### src/sv/two_key_stepping_letter_cipher_unit_assert.svh
// Assertion macros for the two-key stepping letter cipher unit.
// Both sample on clock; the first is quiet while reset is high.
`ifndef TWO_KEY_STEPPING_LETTER_CIPHER_UNIT_ASSERT_SVH
`define TWO_KEY_STEPPING_LETTER_CIPHER_UNIT_ASSERT_SVH

// check prop at every clock edge outside reset
`define TKSLC_ASSERT(label, prop, msg) \
   label: assert property (@(posedge clock) disable iff (reset) prop) else $error(msg);

// check prop at every clock edge, reset included
`define TKSLC_ASSERT_ALWAYS(label, prop, msg) \
   label: assert property (@(posedge clock) prop) else $error(msg);

`endif

### src/sv/tkslc_pkg.sv
// Shared types, constants and mod-26 helpers for the letter cipher.
// Used by every module of the block but tkslc_ram; depends on nothing.
package tkslc_pkg;

   localparam int KEY_LEN = 26;
   localparam int KEY_AW = (KEY_LEN > 1) ? $clog2(KEY_LEN) : 1;
   localparam int LETTER_W = 5;
   localparam int OP_W = 2;

   localparam logic [LETTER_W-1:0] ALPHA = LETTER_W'(26);
   localparam logic [KEY_AW-1:0] KEY_LAST = KEY_AW'(KEY_LEN - 1);
   localparam logic [LETTER_W-1:0] KEY_LEN_L = LETTER_W'(KEY_LEN);

   typedef enum logic [OP_W-1:0] {
      OP_ENCODE      = 2'd0,
      OP_DECODE      = 2'd1,
      OP_LOAD_FIRST  = 2'd2,
      OP_LOAD_SECOND = 2'd3
   } op_type;

   typedef struct packed {
      logic                first_we;
      logic                second_we;
      logic [KEY_AW-1:0]   waddr;
      logic [LETTER_W-1:0] wdata;
      logic                re;
      logic [KEY_AW-1:0]   first_raddr;
      logic [KEY_AW-1:0]   second_raddr;
   } key_access_type;

   function automatic logic [LETTER_W-1:0] reduce26(input logic [LETTER_W-1:0] v);
      reduce26 = (v >= ALPHA) ? (v - ALPHA) : v;
   endfunction

   function automatic logic [LETTER_W-1:0] add26(input logic [LETTER_W-1:0] a,
                                                 input logic [LETTER_W-1:0] b);
      logic [LETTER_W:0] s;
      s = {1'b0, a} + {1'b0, b};
      if (s >= {1'b0, ALPHA}) begin
         s = s - {1'b0, ALPHA};
      end
      add26 = s[LETTER_W-1:0];
   endfunction

   function automatic logic [LETTER_W-1:0] sub26(input logic [LETTER_W-1:0] a,
                                                 input logic [LETTER_W-1:0] b);
      sub26 = (a >= b) ? (a - b) : (a + ALPHA - b);
   endfunction

endpackage

### src/sv/tkslc_ram.sv
// Generic single-write, single-read RAM with a registered, enabled read.
// Stand-alone; used for both key tables.
module tkslc_ram #(
   parameter int WIDTH = 5,
   parameter int DEPTH = 26
) (
   input  logic                             clock,
   input  logic                             we,
   input  logic [$clog2(DEPTH)-1:0]         waddr,
   input  logic [WIDTH-1:0]                 wdata,
   input  logic                             re,
   input  logic [$clog2(DEPTH)-1:0]         raddr,
   output logic [WIDTH-1:0]                 rdata
);

   logic [WIDTH-1:0] mem_ff [DEPTH];
   logic [WIDTH-1:0] rdata_ff;

   always_ff @(posedge clock) begin
      if (we) begin
         mem_ff[waddr] <= wdata;
      end
      if (re) begin
         rdata_ff <= mem_ff[raddr];
      end
   end

   assign rdata = rdata_ff;

endmodule

### src/sv/tkslc_sched.sv
// Key position odometer and key table access decode.
// Depends on tkslc_pkg; drives the two key RAMs.
module tkslc_sched import tkslc_pkg::*; (
   input  logic                clock,
   input  logic                reset,
   input  logic                accept,
   input  op_type              operation,
   input  logic [LETTER_W-1:0] letter,
   input  logic [LETTER_W-1:0] key_index,
   input  logic                message_start,
   output key_access_type      access
);

   logic [KEY_AW-1:0] first_pos_ff, first_pos_in;
   logic [KEY_AW-1:0] second_pos_ff, second_pos_in;
   logic [KEY_AW-1:0] first_base, second_base;
   logic              first_wrap, cipher_op, load_ok;

   assign cipher_op = (operation == OP_ENCODE) || (operation == OP_DECODE);
   assign load_ok = key_index < KEY_LEN_L;
   assign first_base = message_start ? '0 : first_pos_ff;
   assign second_base = message_start ? '0 : second_pos_ff;
   assign first_wrap = first_base == KEY_LAST;

   always_comb begin
      first_pos_in = first_pos_ff;
      second_pos_in = second_pos_ff;
      if (accept && cipher_op) begin
         first_pos_in = first_wrap ? '0 : first_base + KEY_AW'(1);
         second_pos_in = second_base;
         if (first_wrap) begin
            second_pos_in = (second_base == KEY_LAST) ? '0 : second_base + KEY_AW'(1);
         end
      end
   end

   always_ff @(posedge clock) begin
      if (reset) begin
         first_pos_ff <= '0;
         second_pos_ff <= '0;
      end else begin
         first_pos_ff <= first_pos_in;
         second_pos_ff <= second_pos_in;
      end
   end

   always_comb begin
      access.first_we = accept && load_ok && (operation == OP_LOAD_FIRST);
      access.second_we = accept && load_ok && (operation == OP_LOAD_SECOND);
      access.waddr = key_index[KEY_AW-1:0];
      access.wdata = letter;
      access.re = accept && cipher_op;
      access.first_raddr = first_base;
      access.second_raddr = second_base;
   end

endmodule

### src/sv/tkslc_mix.sv
// Letter combine stage: adds or subtracts both key entries mod 26.
// Depends on tkslc_pkg for the mod-26 helpers.
module tkslc_mix import tkslc_pkg::*; (
   input  logic                decode,
   input  logic [LETTER_W-1:0] letter,
   input  logic [LETTER_W-1:0] first_entry,
   input  logic [LETTER_W-1:0] second_entry,
   output logic [LETTER_W-1:0] out_letter
);

   logic [LETTER_W-1:0] v, k1, k2, partial;

   always_comb begin
      v = reduce26(letter);
      k1 = reduce26(first_entry);
      k2 = reduce26(second_entry);
      if (decode) begin
         partial = sub26(v, k1);
         out_letter = sub26(partial, k2);
      end else begin
         partial = add26(v, k1);
         out_letter = add26(partial, k2);
      end
   end

endmodule

### src/sv/two_key_stepping_letter_cipher_unit.sv
// Two-key stepping letter cipher: letters 0..25 in, one letter out per encode or
// decode beat, nothing out for key loads. One beat is accepted every cycle while
// the result side keeps up; a result is registered in the key RAM read, then in
// the output register. Each cycle carries at most one key RAM access per table,
// a load write or a cipher read, which sets the one-beat-per-cycle rate.
// Key entries never loaded read as undefined. Positions reset to zero.
`include "two_key_stepping_letter_cipher_unit_assert.svh"
module two_key_stepping_letter_cipher_unit import tkslc_pkg::*; (
   input  logic                clock,
   input  logic                reset,
   input  logic                req_valid,
   output logic                req_ready,
   input  logic [OP_W-1:0]     req_operation,
   input  logic [LETTER_W-1:0] req_letter,
   input  logic [LETTER_W-1:0] req_key_index,
   input  logic                req_message_start,
   output logic                rsp_valid,
   input  logic                rsp_ready,
   output logic [LETTER_W-1:0] rsp_out_letter
);

   key_access_type      access;
   op_type              operation;
   logic                accept, advance, cipher_op;
   logic                s1_valid_ff, s1_valid_in;
   logic                s1_decode_ff;
   logic [LETTER_W-1:0] s1_letter_ff;
   logic                rsp_valid_ff, rsp_valid_in;
   logic [LETTER_W-1:0] rsp_letter_ff;
   logic [LETTER_W-1:0] first_entry, second_entry, mixed;

   assign operation = op_type'(req_operation);
   assign cipher_op = (operation == OP_ENCODE) || (operation == OP_DECODE);
   assign advance = !rsp_valid_ff || rsp_ready;
   assign req_ready = !s1_valid_ff || advance;
   assign accept = req_valid && req_ready;

   tkslc_sched u_sched (
      .clock         (clock),
      .reset         (reset),
      .accept        (accept),
      .operation     (operation),
      .letter        (req_letter),
      .key_index     (req_key_index),
      .message_start (req_message_start),
      .access        (access)
   );

   tkslc_ram #(.WIDTH(LETTER_W), .DEPTH(KEY_LEN)) u_first_key (
      .clock (clock),
      .we    (access.first_we),
      .waddr (access.waddr),
      .wdata (access.wdata),
      .re    (access.re),
      .raddr (access.first_raddr),
      .rdata (first_entry)
   );

   tkslc_ram #(.WIDTH(LETTER_W), .DEPTH(KEY_LEN)) u_second_key (
      .clock (clock),
      .we    (access.second_we),
      .waddr (access.waddr),
      .wdata (access.wdata),
      .re    (access.re),
      .raddr (access.second_raddr),
      .rdata (second_entry)
   );

   tkslc_mix u_mix (
      .decode       (s1_decode_ff),
      .letter       (s1_letter_ff),
      .first_entry  (first_entry),
      .second_entry (second_entry),
      .out_letter   (mixed)
   );

   always_comb begin
      s1_valid_in = s1_valid_ff;
      rsp_valid_in = rsp_valid_ff;
      if (req_ready) begin
         s1_valid_in = accept && cipher_op;
      end
      if (advance) begin
         rsp_valid_in = s1_valid_ff;
      end
   end

   always_ff @(posedge clock) begin
      if (reset) begin
         s1_valid_ff <= 1'b0;
         rsp_valid_ff <= 1'b0;
      end else begin
         s1_valid_ff <= s1_valid_in;
         rsp_valid_ff <= rsp_valid_in;
      end
   end

   always_ff @(posedge clock) begin
      if (accept) begin
         s1_decode_ff <= operation == OP_DECODE;
         s1_letter_ff <= req_letter;
      end
      if (advance && s1_valid_ff) begin
         rsp_letter_ff <= mixed;
      end
   end

   assign rsp_valid = rsp_valid_ff;
   assign rsp_out_letter = rsp_letter_ff;

   `TKSLC_ASSERT(a_rsp_in_range, rsp_valid_ff |-> (rsp_letter_ff < ALPHA), "result letter out of range")
   `TKSLC_ASSERT(a_s1_hold, (s1_valid_ff && rsp_valid_ff && !rsp_ready) |=> (s1_valid_ff && $stable(s1_letter_ff)), "stalled stage lost its beat")
   `TKSLC_ASSERT(a_cipher_enters, (accept && cipher_op) |=> s1_valid_ff, "cipher beat did not enter the read stage")
   `TKSLC_ASSERT_ALWAYS(a_reset_clears, reset |=> (!s1_valid_ff && !rsp_valid_ff), "reset left a beat in flight")

endmodule
### config.mk
export PLATFORM = sky130hd
export DESIGN_NAME = two_key_stepping_letter_cipher_unit
export DESIGN_NICKNAME = d
export VERILOG_FILES = /design/src/sv/tkslc_pkg.sv /design/src/sv/tkslc_ram.sv /design/src/sv/tkslc_sched.sv /design/src/sv/tkslc_mix.sv /design/src/sv/two_key_stepping_letter_cipher_unit.sv
export VERILOG_INCLUDE_DIRS = /design/src /design/src/sv
export SDC_FILE = /design/constraint.sdc
export NUM_CORES = 1
export LEC_CHECK = 0
export BUFFER_PORTS_ARGS = -buffer_cell sky130_fd_sc_hd__buf_2
export CORE_ASPECT_RATIO = 1.1
export CORE_MARGIN = 2
export CORE_UTILIZATION = 45
export CTS_BUF_LIST = sky130_fd_sc_hd__clkbuf_4
export DETAILED_ROUTE_END_ITERATION = 6
export GPL_TIMING_DRIVEN = 0
export MAX_ROUTING_LAYER = met4
export PLACE_DENSITY = 0.57
export SLEW_MARGIN = 25
export SYNTH_ARGS = -nofsm -noshare
export SYNTH_HDL_FRONTEND = slang
export SYNTH_SLANG_ARGS = --single-unit
### constraint.sdc
create_clock -name clock -period 6.4 [get_ports clock]
set_input_delay 0.32 -clock clock [delete_from_list [all_inputs] [get_ports clock]]
set_output_delay 0.32 -clock clock [all_outputs]
set_load 0.005 [all_outputs]
==> Yosys cells after proc, flatten, opt, wreduce, memory -nomap -nowiden <==
Memory sizes are Yosys's and may differ from the RTL's. A register that Yosys moved wholly into a read port is not among the register bits.
Cells that the tools add are included.
{ "classes": {"n_addsub": 15, "n_mul": 0, "div": 0, "n_lt_le_gt_ge": 8, "eq_ne": 5, "shifts": 0, "muxes": 18, "bitwise_logic": 0, "n_reduce_logical": 12} }
{ "op_table": {"columns": ["cell", "count"], "rows": [
  ["5-bit 2-to-1 mux", 14],
  ["5-bit subtractor, second input constant", 5],
  ["5-bit subtractor", 4],
  ["5-bit >= comparator, second input constant", 3],
  ["5-bit by 5-bit adder with 6-bit output", 2],
  ["6-bit by 5-bit >= comparator with 1-bit output, second input constant", 2],
  ["5-bit by 1-bit adder with 5-bit output, second input constant", 2],
  ["5-bit adder, second input constant", 2],
  ["5-bit equality test, second input constant", 2],
  ["5-bit >= comparator", 2],
  ["1-bit logical AND", 6],
  ["5-bit < comparator, second input constant", 1],
  ["2-bit equality test, second input constant", 2],
  ["1-bit 2-to-1 mux", 4],
  ["1-bit logical OR", 3],
  ["2-bit by 1-bit equality test with 1-bit output, second input constant", 1],
  ["1-bit zero test", 2],
  ["2-bit zero test", 1]
]} }
{ "totals": {"reg_bits": 23, "latchBits": 0, "ram_bits": 260, "mem_bits_ro": 0, "memories": 2} }
{ "mem_list": {"columns": ["memory", "depth", "word_bits", "rd", "rd_ports_with_merged_regs", "write_ports", "line_no", "source"], "rows": [
  ["u_first_key.mem_ff", 26, 5, 1, 1, 1, "tkslc_ram.sv:16", "logic [WIDTH-1:0] mem_ff [DEPTH];"],
  ["u_second_key.mem_ff", 26, 5, 1, 1, 1, "tkslc_ram.sv:16", null]
]} }

==> Logic depth before layout (Yosys ltp) <==
{ "depth": {"depth_word": 10, "depth_mapped": 22} }

==> Hierarchy <==
Synthesis repeated with hierarchy kept, for this count alone.
{ "unflattened": {"hier_cells": 982, "area_unflattened_um2": 13761.9} }
{ "by_module_without_submodules": {"columns": ["mod", "n_inst", "cells_each", "area_per_inst_um2", "seq_area_each_um2"], "rows": [
  ["tkslc_ram", 2, 315, 5418.9, 4053.9],
  ["tkslc_mix", 1, 233, 1715.4, 0.0],
  ["tkslc_sched", 1, 97, 770.7, 200.2],
  ["two_key_stepping_letter_cipher_unit", 1, 22, 437.9, 370.4]
]} }

==> Worst setup path after synthesis <==
OpenSTA, ideal clock, no wires.
{ "synth_timing": {"kind": "register to register", "startpoint": "reg s1_letter_ff[1]", "endpoint": "reg rsp_letter_ff[2] (netlist: rsp_out_letter[2]) (data pin)", "setup_ps": 260, "t_arrival_ps": 3979, "t_required_ps": 6140, "setup_slack_ps": 2161, "path_stages_with_launch": 22, "synth_period_minus_slack_ps": 4239, "path_cell_list": "edfxtp_1 > inv_1 > ha_1 > inv_1 > a21oi_1 > o21ai_0 > o31ai_1 > inv_1 > fa_1 > nor2b_1 > o21ai_0 > nand2b_1 > xnor2_1 > o311a_1 > a21oi_1 > ha_1 > a21o_1 > a2111oi_0 > a21oi_1 > o211ai_2 > mux2i_1 > mux2_2"} }
{ "synth_between": {"elab_chain_len": 10, "word_cells_on_any_way": 23} }
{ "synth_lines": {"columns": ["item", "line_no", "source"], "rows": [
  ["start: declaration", "two_key_stepping_letter_cipher_unit.sv:27", "logic [LETTER_W-1:0] s1_letter_ff;"],
  ["start signal: assignment", "two_key_stepping_letter_cipher_unit.sv:101", "s1_letter_ff <= req_letter;"],
  ["5-bit subtractor / 5-bit >= comparator (equally long branches)", "tkslc_pkg.sv:32", "reduce26 = (v >= ALPHA) ? (v - ALPHA) : v;"],
  ["5-bit 2-to-1 mux (*)", "tkslc_pkg.sv:32", null],
  ["5-bit by 5-bit adder with 6-bit output", "tkslc_pkg.sv:38", "s = {1'b0, a} + {1'b0, b};"],
  ["5-bit subtractor / 6-bit by 5-bit >= comparator with 1-bit output (equally long branches)", "tkslc_pkg.sv:40, tkslc_pkg.sv:39", null],
  ["5-bit 2-to-1 mux", "tkslc_pkg.sv:39", "if (s >= {1'b0, ALPHA}) begin"],
  ["5-bit 2-to-1 mux", "tkslc_mix.sv:17", "if (decode) begin"],
  ["5-bit by 5-bit adder with 6-bit output", "tkslc_pkg.sv:38", null],
  ["5-bit subtractor / 6-bit by 5-bit >= comparator with 1-bit output (equally long branches)", "tkslc_pkg.sv:40, tkslc_pkg.sv:39", null],
  ["5-bit 2-to-1 mux", "tkslc_pkg.sv:39", null],
  ["5-bit 2-to-1 mux (*)", "tkslc_mix.sv:17", null],
  ["named net mixed[2]", "two_key_stepping_letter_cipher_unit.sv:30", "logic [LETTER_W-1:0] first_entry, second_entry, mixed;"],
  ["end signal: assignment", "two_key_stepping_letter_cipher_unit.sv:104", "rsp_letter_ff <= mixed;"],
  ["end: declaration", "two_key_stepping_letter_cipher_unit.sv:29", "logic [LETTER_W-1:0] rsp_letter_ff;"]
]} }
The timed path passes the listed nets; every way through them passes the cells marked *. The select of a mux whose other input is x is not followed.
A chain may end at the register's enable or synchronous reset.

==> Worst setup path in the final report <==
{ "layout_timing": {"startpoint": "reg u_first_key.rdata_ff[1] (netlist: u_first_key.rdata[1]) (read register of u_first_key.mem_ff)", "endpoint": "reg rsp_letter_ff[2] (netlist: rsp_out_letter[2]) (data pin)"} }
{ "layout_between": {"elab_chain_len": 10, "word_cells_on_any_way": 22} }
{ "layout_lines": {"columns": ["item", "line_no", "source"], "rows": [
  ["start: declaration", "tkslc_ram.sv:17", "logic [WIDTH-1:0] rdata_ff;"],
  ["5-bit subtractor / 5-bit >= comparator (equally long branches)", "tkslc_pkg.sv:32", null],
  ["5-bit 2-to-1 mux (*)", "tkslc_pkg.sv:32", null],
  ["5-bit by 5-bit adder with 6-bit output", "tkslc_pkg.sv:38", null],
  ["5-bit subtractor / 6-bit by 5-bit >= comparator with 1-bit output (equally long branches)", "tkslc_pkg.sv:40, tkslc_pkg.sv:39", null],
  ["5-bit 2-to-1 mux", "tkslc_pkg.sv:39", null],
  ["5-bit 2-to-1 mux", "tkslc_mix.sv:17", null],
  ["5-bit by 5-bit adder with 6-bit output", "tkslc_pkg.sv:38", null],
  ["5-bit subtractor / 6-bit by 5-bit >= comparator with 1-bit output (equally long branches)", "tkslc_pkg.sv:40, tkslc_pkg.sv:39", null],
  ["5-bit 2-to-1 mux", "tkslc_pkg.sv:39", null],
  ["5-bit 2-to-1 mux (*)", "tkslc_mix.sv:17", null],
  ["named net mixed[2]", "two_key_stepping_letter_cipher_unit.sv:30", null]
]} }
Marked as above.

==> impl_metrics.yaml <==
run_status:
  status: "completed"
logic_synthesis:
  synth_commonest_cells: "edfxtp_1 (281), nor2_1 (90), a21oi_1 (70), o21ai_0 (56)"
  syn_avg_cell_area_sq_um: 13.2
  synth_top_area_share_pct: 61.2
  syn-instance-count: 1045
  synthesis.nets: 1108
  ys.flop_type: "edfxtp_1"
  yosysUniqueCellTypes: 61
  synth_edf_count: 281
  yosysSeqAreaShare_pct: 62.9
  yosys_warnings: 0
  yosysMostFrequentCell: "edfxtp_1"
  synth-seq-cells: 293
  syn_area_sq_mm: 0.0138
  synth_area_leaders: "edfxtp_1 (61%), mux2i_1 (3.8%), ha_1 (3.4%), mux2_2 (2.9%), a21oi_1 (2.5%)"
  synth_top_cell_by_area: "edfxtp_1"
  async_reset_ff_share_pct: 0
die:
  num_rows: 67
  fp.dieH_um: 188
  dieArea_sq_mm: 0.0321
  core_sq_mm: 0.0303
  initial_core_util_pct: 45.5
  ios: 24
  die_w_um: 171
hold_path:
  hold_path_end: "s1_decode_ff"
  min_from: "req_operation[0]"
  worst_hold_path.num_cells: 2
  hold_class: "in -> reg"
clock_network:
  cts.path.max_buffers: 3
  ctsHtreeMaxLevel: 3
  clock_sinks: 293
  clkLatencyLatePin_ps: 710
  root_buffer: "clkbuf_4"
  cts_tree: "built"
  cts_buffers: 74
  path_clk_slew_ps: 60
final_layout:
  final_layout_size_suffix_gt1_share_pct: 17.6
  multi_input_area_sq_mm: 0.00467
  regArea_sq_mm: 0.00868
  final_nets: 1208
  n_fill_cell: 2716
  area_delta_synth_final_pct: 11.3
sta:
  fin_tns_setup_ps: 0
  fin_skew_ps: 40.1
  layout_setup_ws_ps: 1500
  slew_violations: 0
  tightest_slew_ps: 923
  fin_crit_sh_pct: 76.6
  whs_ps: 60.4
  max_freq_mhz: 204
  min_period_ps: 4900
  setup-violations-final: 0
  finalHoldViolations: 0
  relSlewSlack_pct: 37.9
  grt_setup_unrepaired: "no"
placed_design:
  gp_congestion: 0.820
  numPortBuffers: 20
  pre_cts_slack_ps: 1490
  dp_hpwl_um: 21500
setup_path:
  end_kind: "register"
  start_kind: "register"
  crit_required_ps: 6850
  timing.rr.start: "u_first_key.rdata[1]"
  path_max_fanout: 8
  cp.arrival_ps: 5350
  rrSetupSlack_ps: 1500
  r2r-end: "rsp_out_letter[2]"
  crit_type: "reg -> reg"
  ff2ff_path_depth: 20
grt:
  grt_max_degree: 54
  antenna_found_initial: 1
  grt_pass1_vias: 8911
  track_usage_pct: 21.2
  grt_pass1_wl_um: 49200
  gr-total-overflow: 0
drt:
  drt_iter0_drc: 633
  drt-vias-per-instance: 5.47
  post_drt_wl_per_cell_um: 19.9
  drt.antenna.violating_nets: 0
  vias: 8788
  wl_um: 31900
  route.detailed.drc: 0
  dr.pass1.iters: 5
power:
  vdd_ir_drop_max_v: 0.0000977
  power_density_mw_per_mm2: 275
  p_leak_nw: 5.15
  power_w: 0.00422
job:
  cap_viol_max_count: 0
[through the flow]
step                instances  cell area [sq um]  utilization, %
finish                   1606              15400            50.6
detailed placement       1480              14400            47.6
floorplan                1045              13800               -
global route             1606              15400            50.6
CTS                      1605              15300            50.6
global placement         1479              14400            47.5
[worst max-delay path, stage by stage (launching register included)]
cell	delay (ps)
edfxtp_1	410
inv_1	70
ha_1	200
inv_1	110
a21oi_1	50
o31ai_1	330
ha_1	350
buf_2	200
nor2b_1	140
o21ai_0	150
nand2b_1	90
xnor2_1	410
o21ai_0	210
a21oi_1	340
ha_1	290
a21o_1	190
a2111oi_0	410
a21oi_1	110
o211ai_2	220
mux2i_1	110
mux2_2	260
[report_power, final]
group	switching, W	internal, W
registers	0.00000704	0.00212
logic	0.000348	0.000238
clock network	0.000715	0.000785
total	0.00107	0.00315
[layout by cell type (no fill, tap or decap), types with 5 or more instances in the layout]
| cell | count |
|---|---|
| nor3_1 | 6 |
| fa_1 | 8 |
| mux2_2 | 36 |
| clkinv_1 | 13 |
| ha_1 | 38 |
| a21oi_1 | 70 |
| a31oi_1 | 9 |
| nand2_1 | 45 |
| a21o_1 | 5 |
| buf_1 | 8 |
| xor2_1 | 12 |
| clkbuf_1 | 22 |
| xnor2_1 | 7 |
| clkbuf_4 | 104 |
| o21ai_0 | 56 |
| a221oi_1 | 5 |
| nand3_1 | 7 |
| nand3b_1 | 8 |
| inv_1 | 52 |
| nand2b_1 | 7 |
| nor2b_1 | 37 |
| mux4_2 | 5 |
| edfxtp_1 | 281 |
| a311oi_1 | 9 |
| mux2i_1 | 52 |
| a22oi_1 | 20 |
| o21ai_1 | 5 |
| buf_2 | 34 |
| dfxtp_1 | 12 |
| o221a_2 | 5 |
| o31ai_1 | 6 |
| o22a_1 | 5 |
| o221ai_1 | 15 |
| buf_4 | 8 |
| a211oi_1 | 35 |
| nor2_1 | 90 |
[registers in the layout (all words and copies together) (netlist names)]
name	flops
u_first_key.mem_ff	130
u_second_key.mem_ff	130
rsp_out_letter	5
s1_letter_ff	5
u_first_key.rdata	5
u_sched.first_pos_ff	5
u_sched.second_pos_ff	5
u_second_key.rdata	5
rsp_valid	1
s1_decode_ff	1
s1_valid_ff	1
[kinds of logic (layout without fill, tap and decap cells)]
kind of cell             Yosys count  in the layout  synth area share, %
flip-flops                       293            293                 62.9
other                              0              1                    0
AND/OR/NAND/NOR                  217            217                 7.57
adder cells (fa/ha/maj)           46             46                 4.61
buffers and inverters            107            253                 3.24
multiplexers                      93             93                 7.53
XOR/XNOR                          19             19                 1.21
AO/OA/AOI/OAI                    270            270                 12.9
[repair_timing]
item,CTS,global route
endpoints found under the setup margin,0,0
hold buffers,3,0
gates resized for setup,0,0
setup buffers,0,0
endpoints found under the hold margin,5,0
[routing by layer]
| layer | vias up | part of all wire (%) | GRT usage [%] |
|---|---|---|---|
| li1 | 4208 | - | - |
| met1 | 4314 | 44 | 26.7 |
| met2 | 217 | 49 | 34.6 |
| met3 | 49 | 4.4 | 3.44 |
| met4 | 0 | 2.3 | 7.82 |
| met5 | - | 0 | - |
[how the worst max path moves through the flow]
stage | start | end | slack, ps | cells after the start
3_3_place_gp | u_first_key.rdata[1] | rsp_out_letter[2] | 1580 | 20
4_1_cts | u_first_key.rdata[1] | rsp_out_letter[2] | 1450 | 20
6_report | u_first_key.rdata[1] | rsp_out_letter[2] | 1500 | 20
5_1_grt | s1_letter_ff[1] | rsp_out_letter[2] | 1030 | 18
3_5_place_dp | u_first_key.rdata[1] | rsp_out_letter[2] | 1490 | 20
2_1_floorplan | s1_letter_ff[1] | rsp_out_letter[2] | 2160 | 21
[cell type report]
class / instances / area share, %
Inverter: 54 / 1.32
Multi-Input combinational cell: 645 / 30.4
Clock buffer: 104 / 5.09
Timing Repair Buffer: 24 / 1.04
Sequential cell: 293 / 56.5
Antenna cell: 1 / 0.0163
Tap cell: 414 / 3.37
Buffer: 53 / 1.59
Clock inverter: 18 / 0.644
Note: power is estimated with default switching activity, not from simulation.
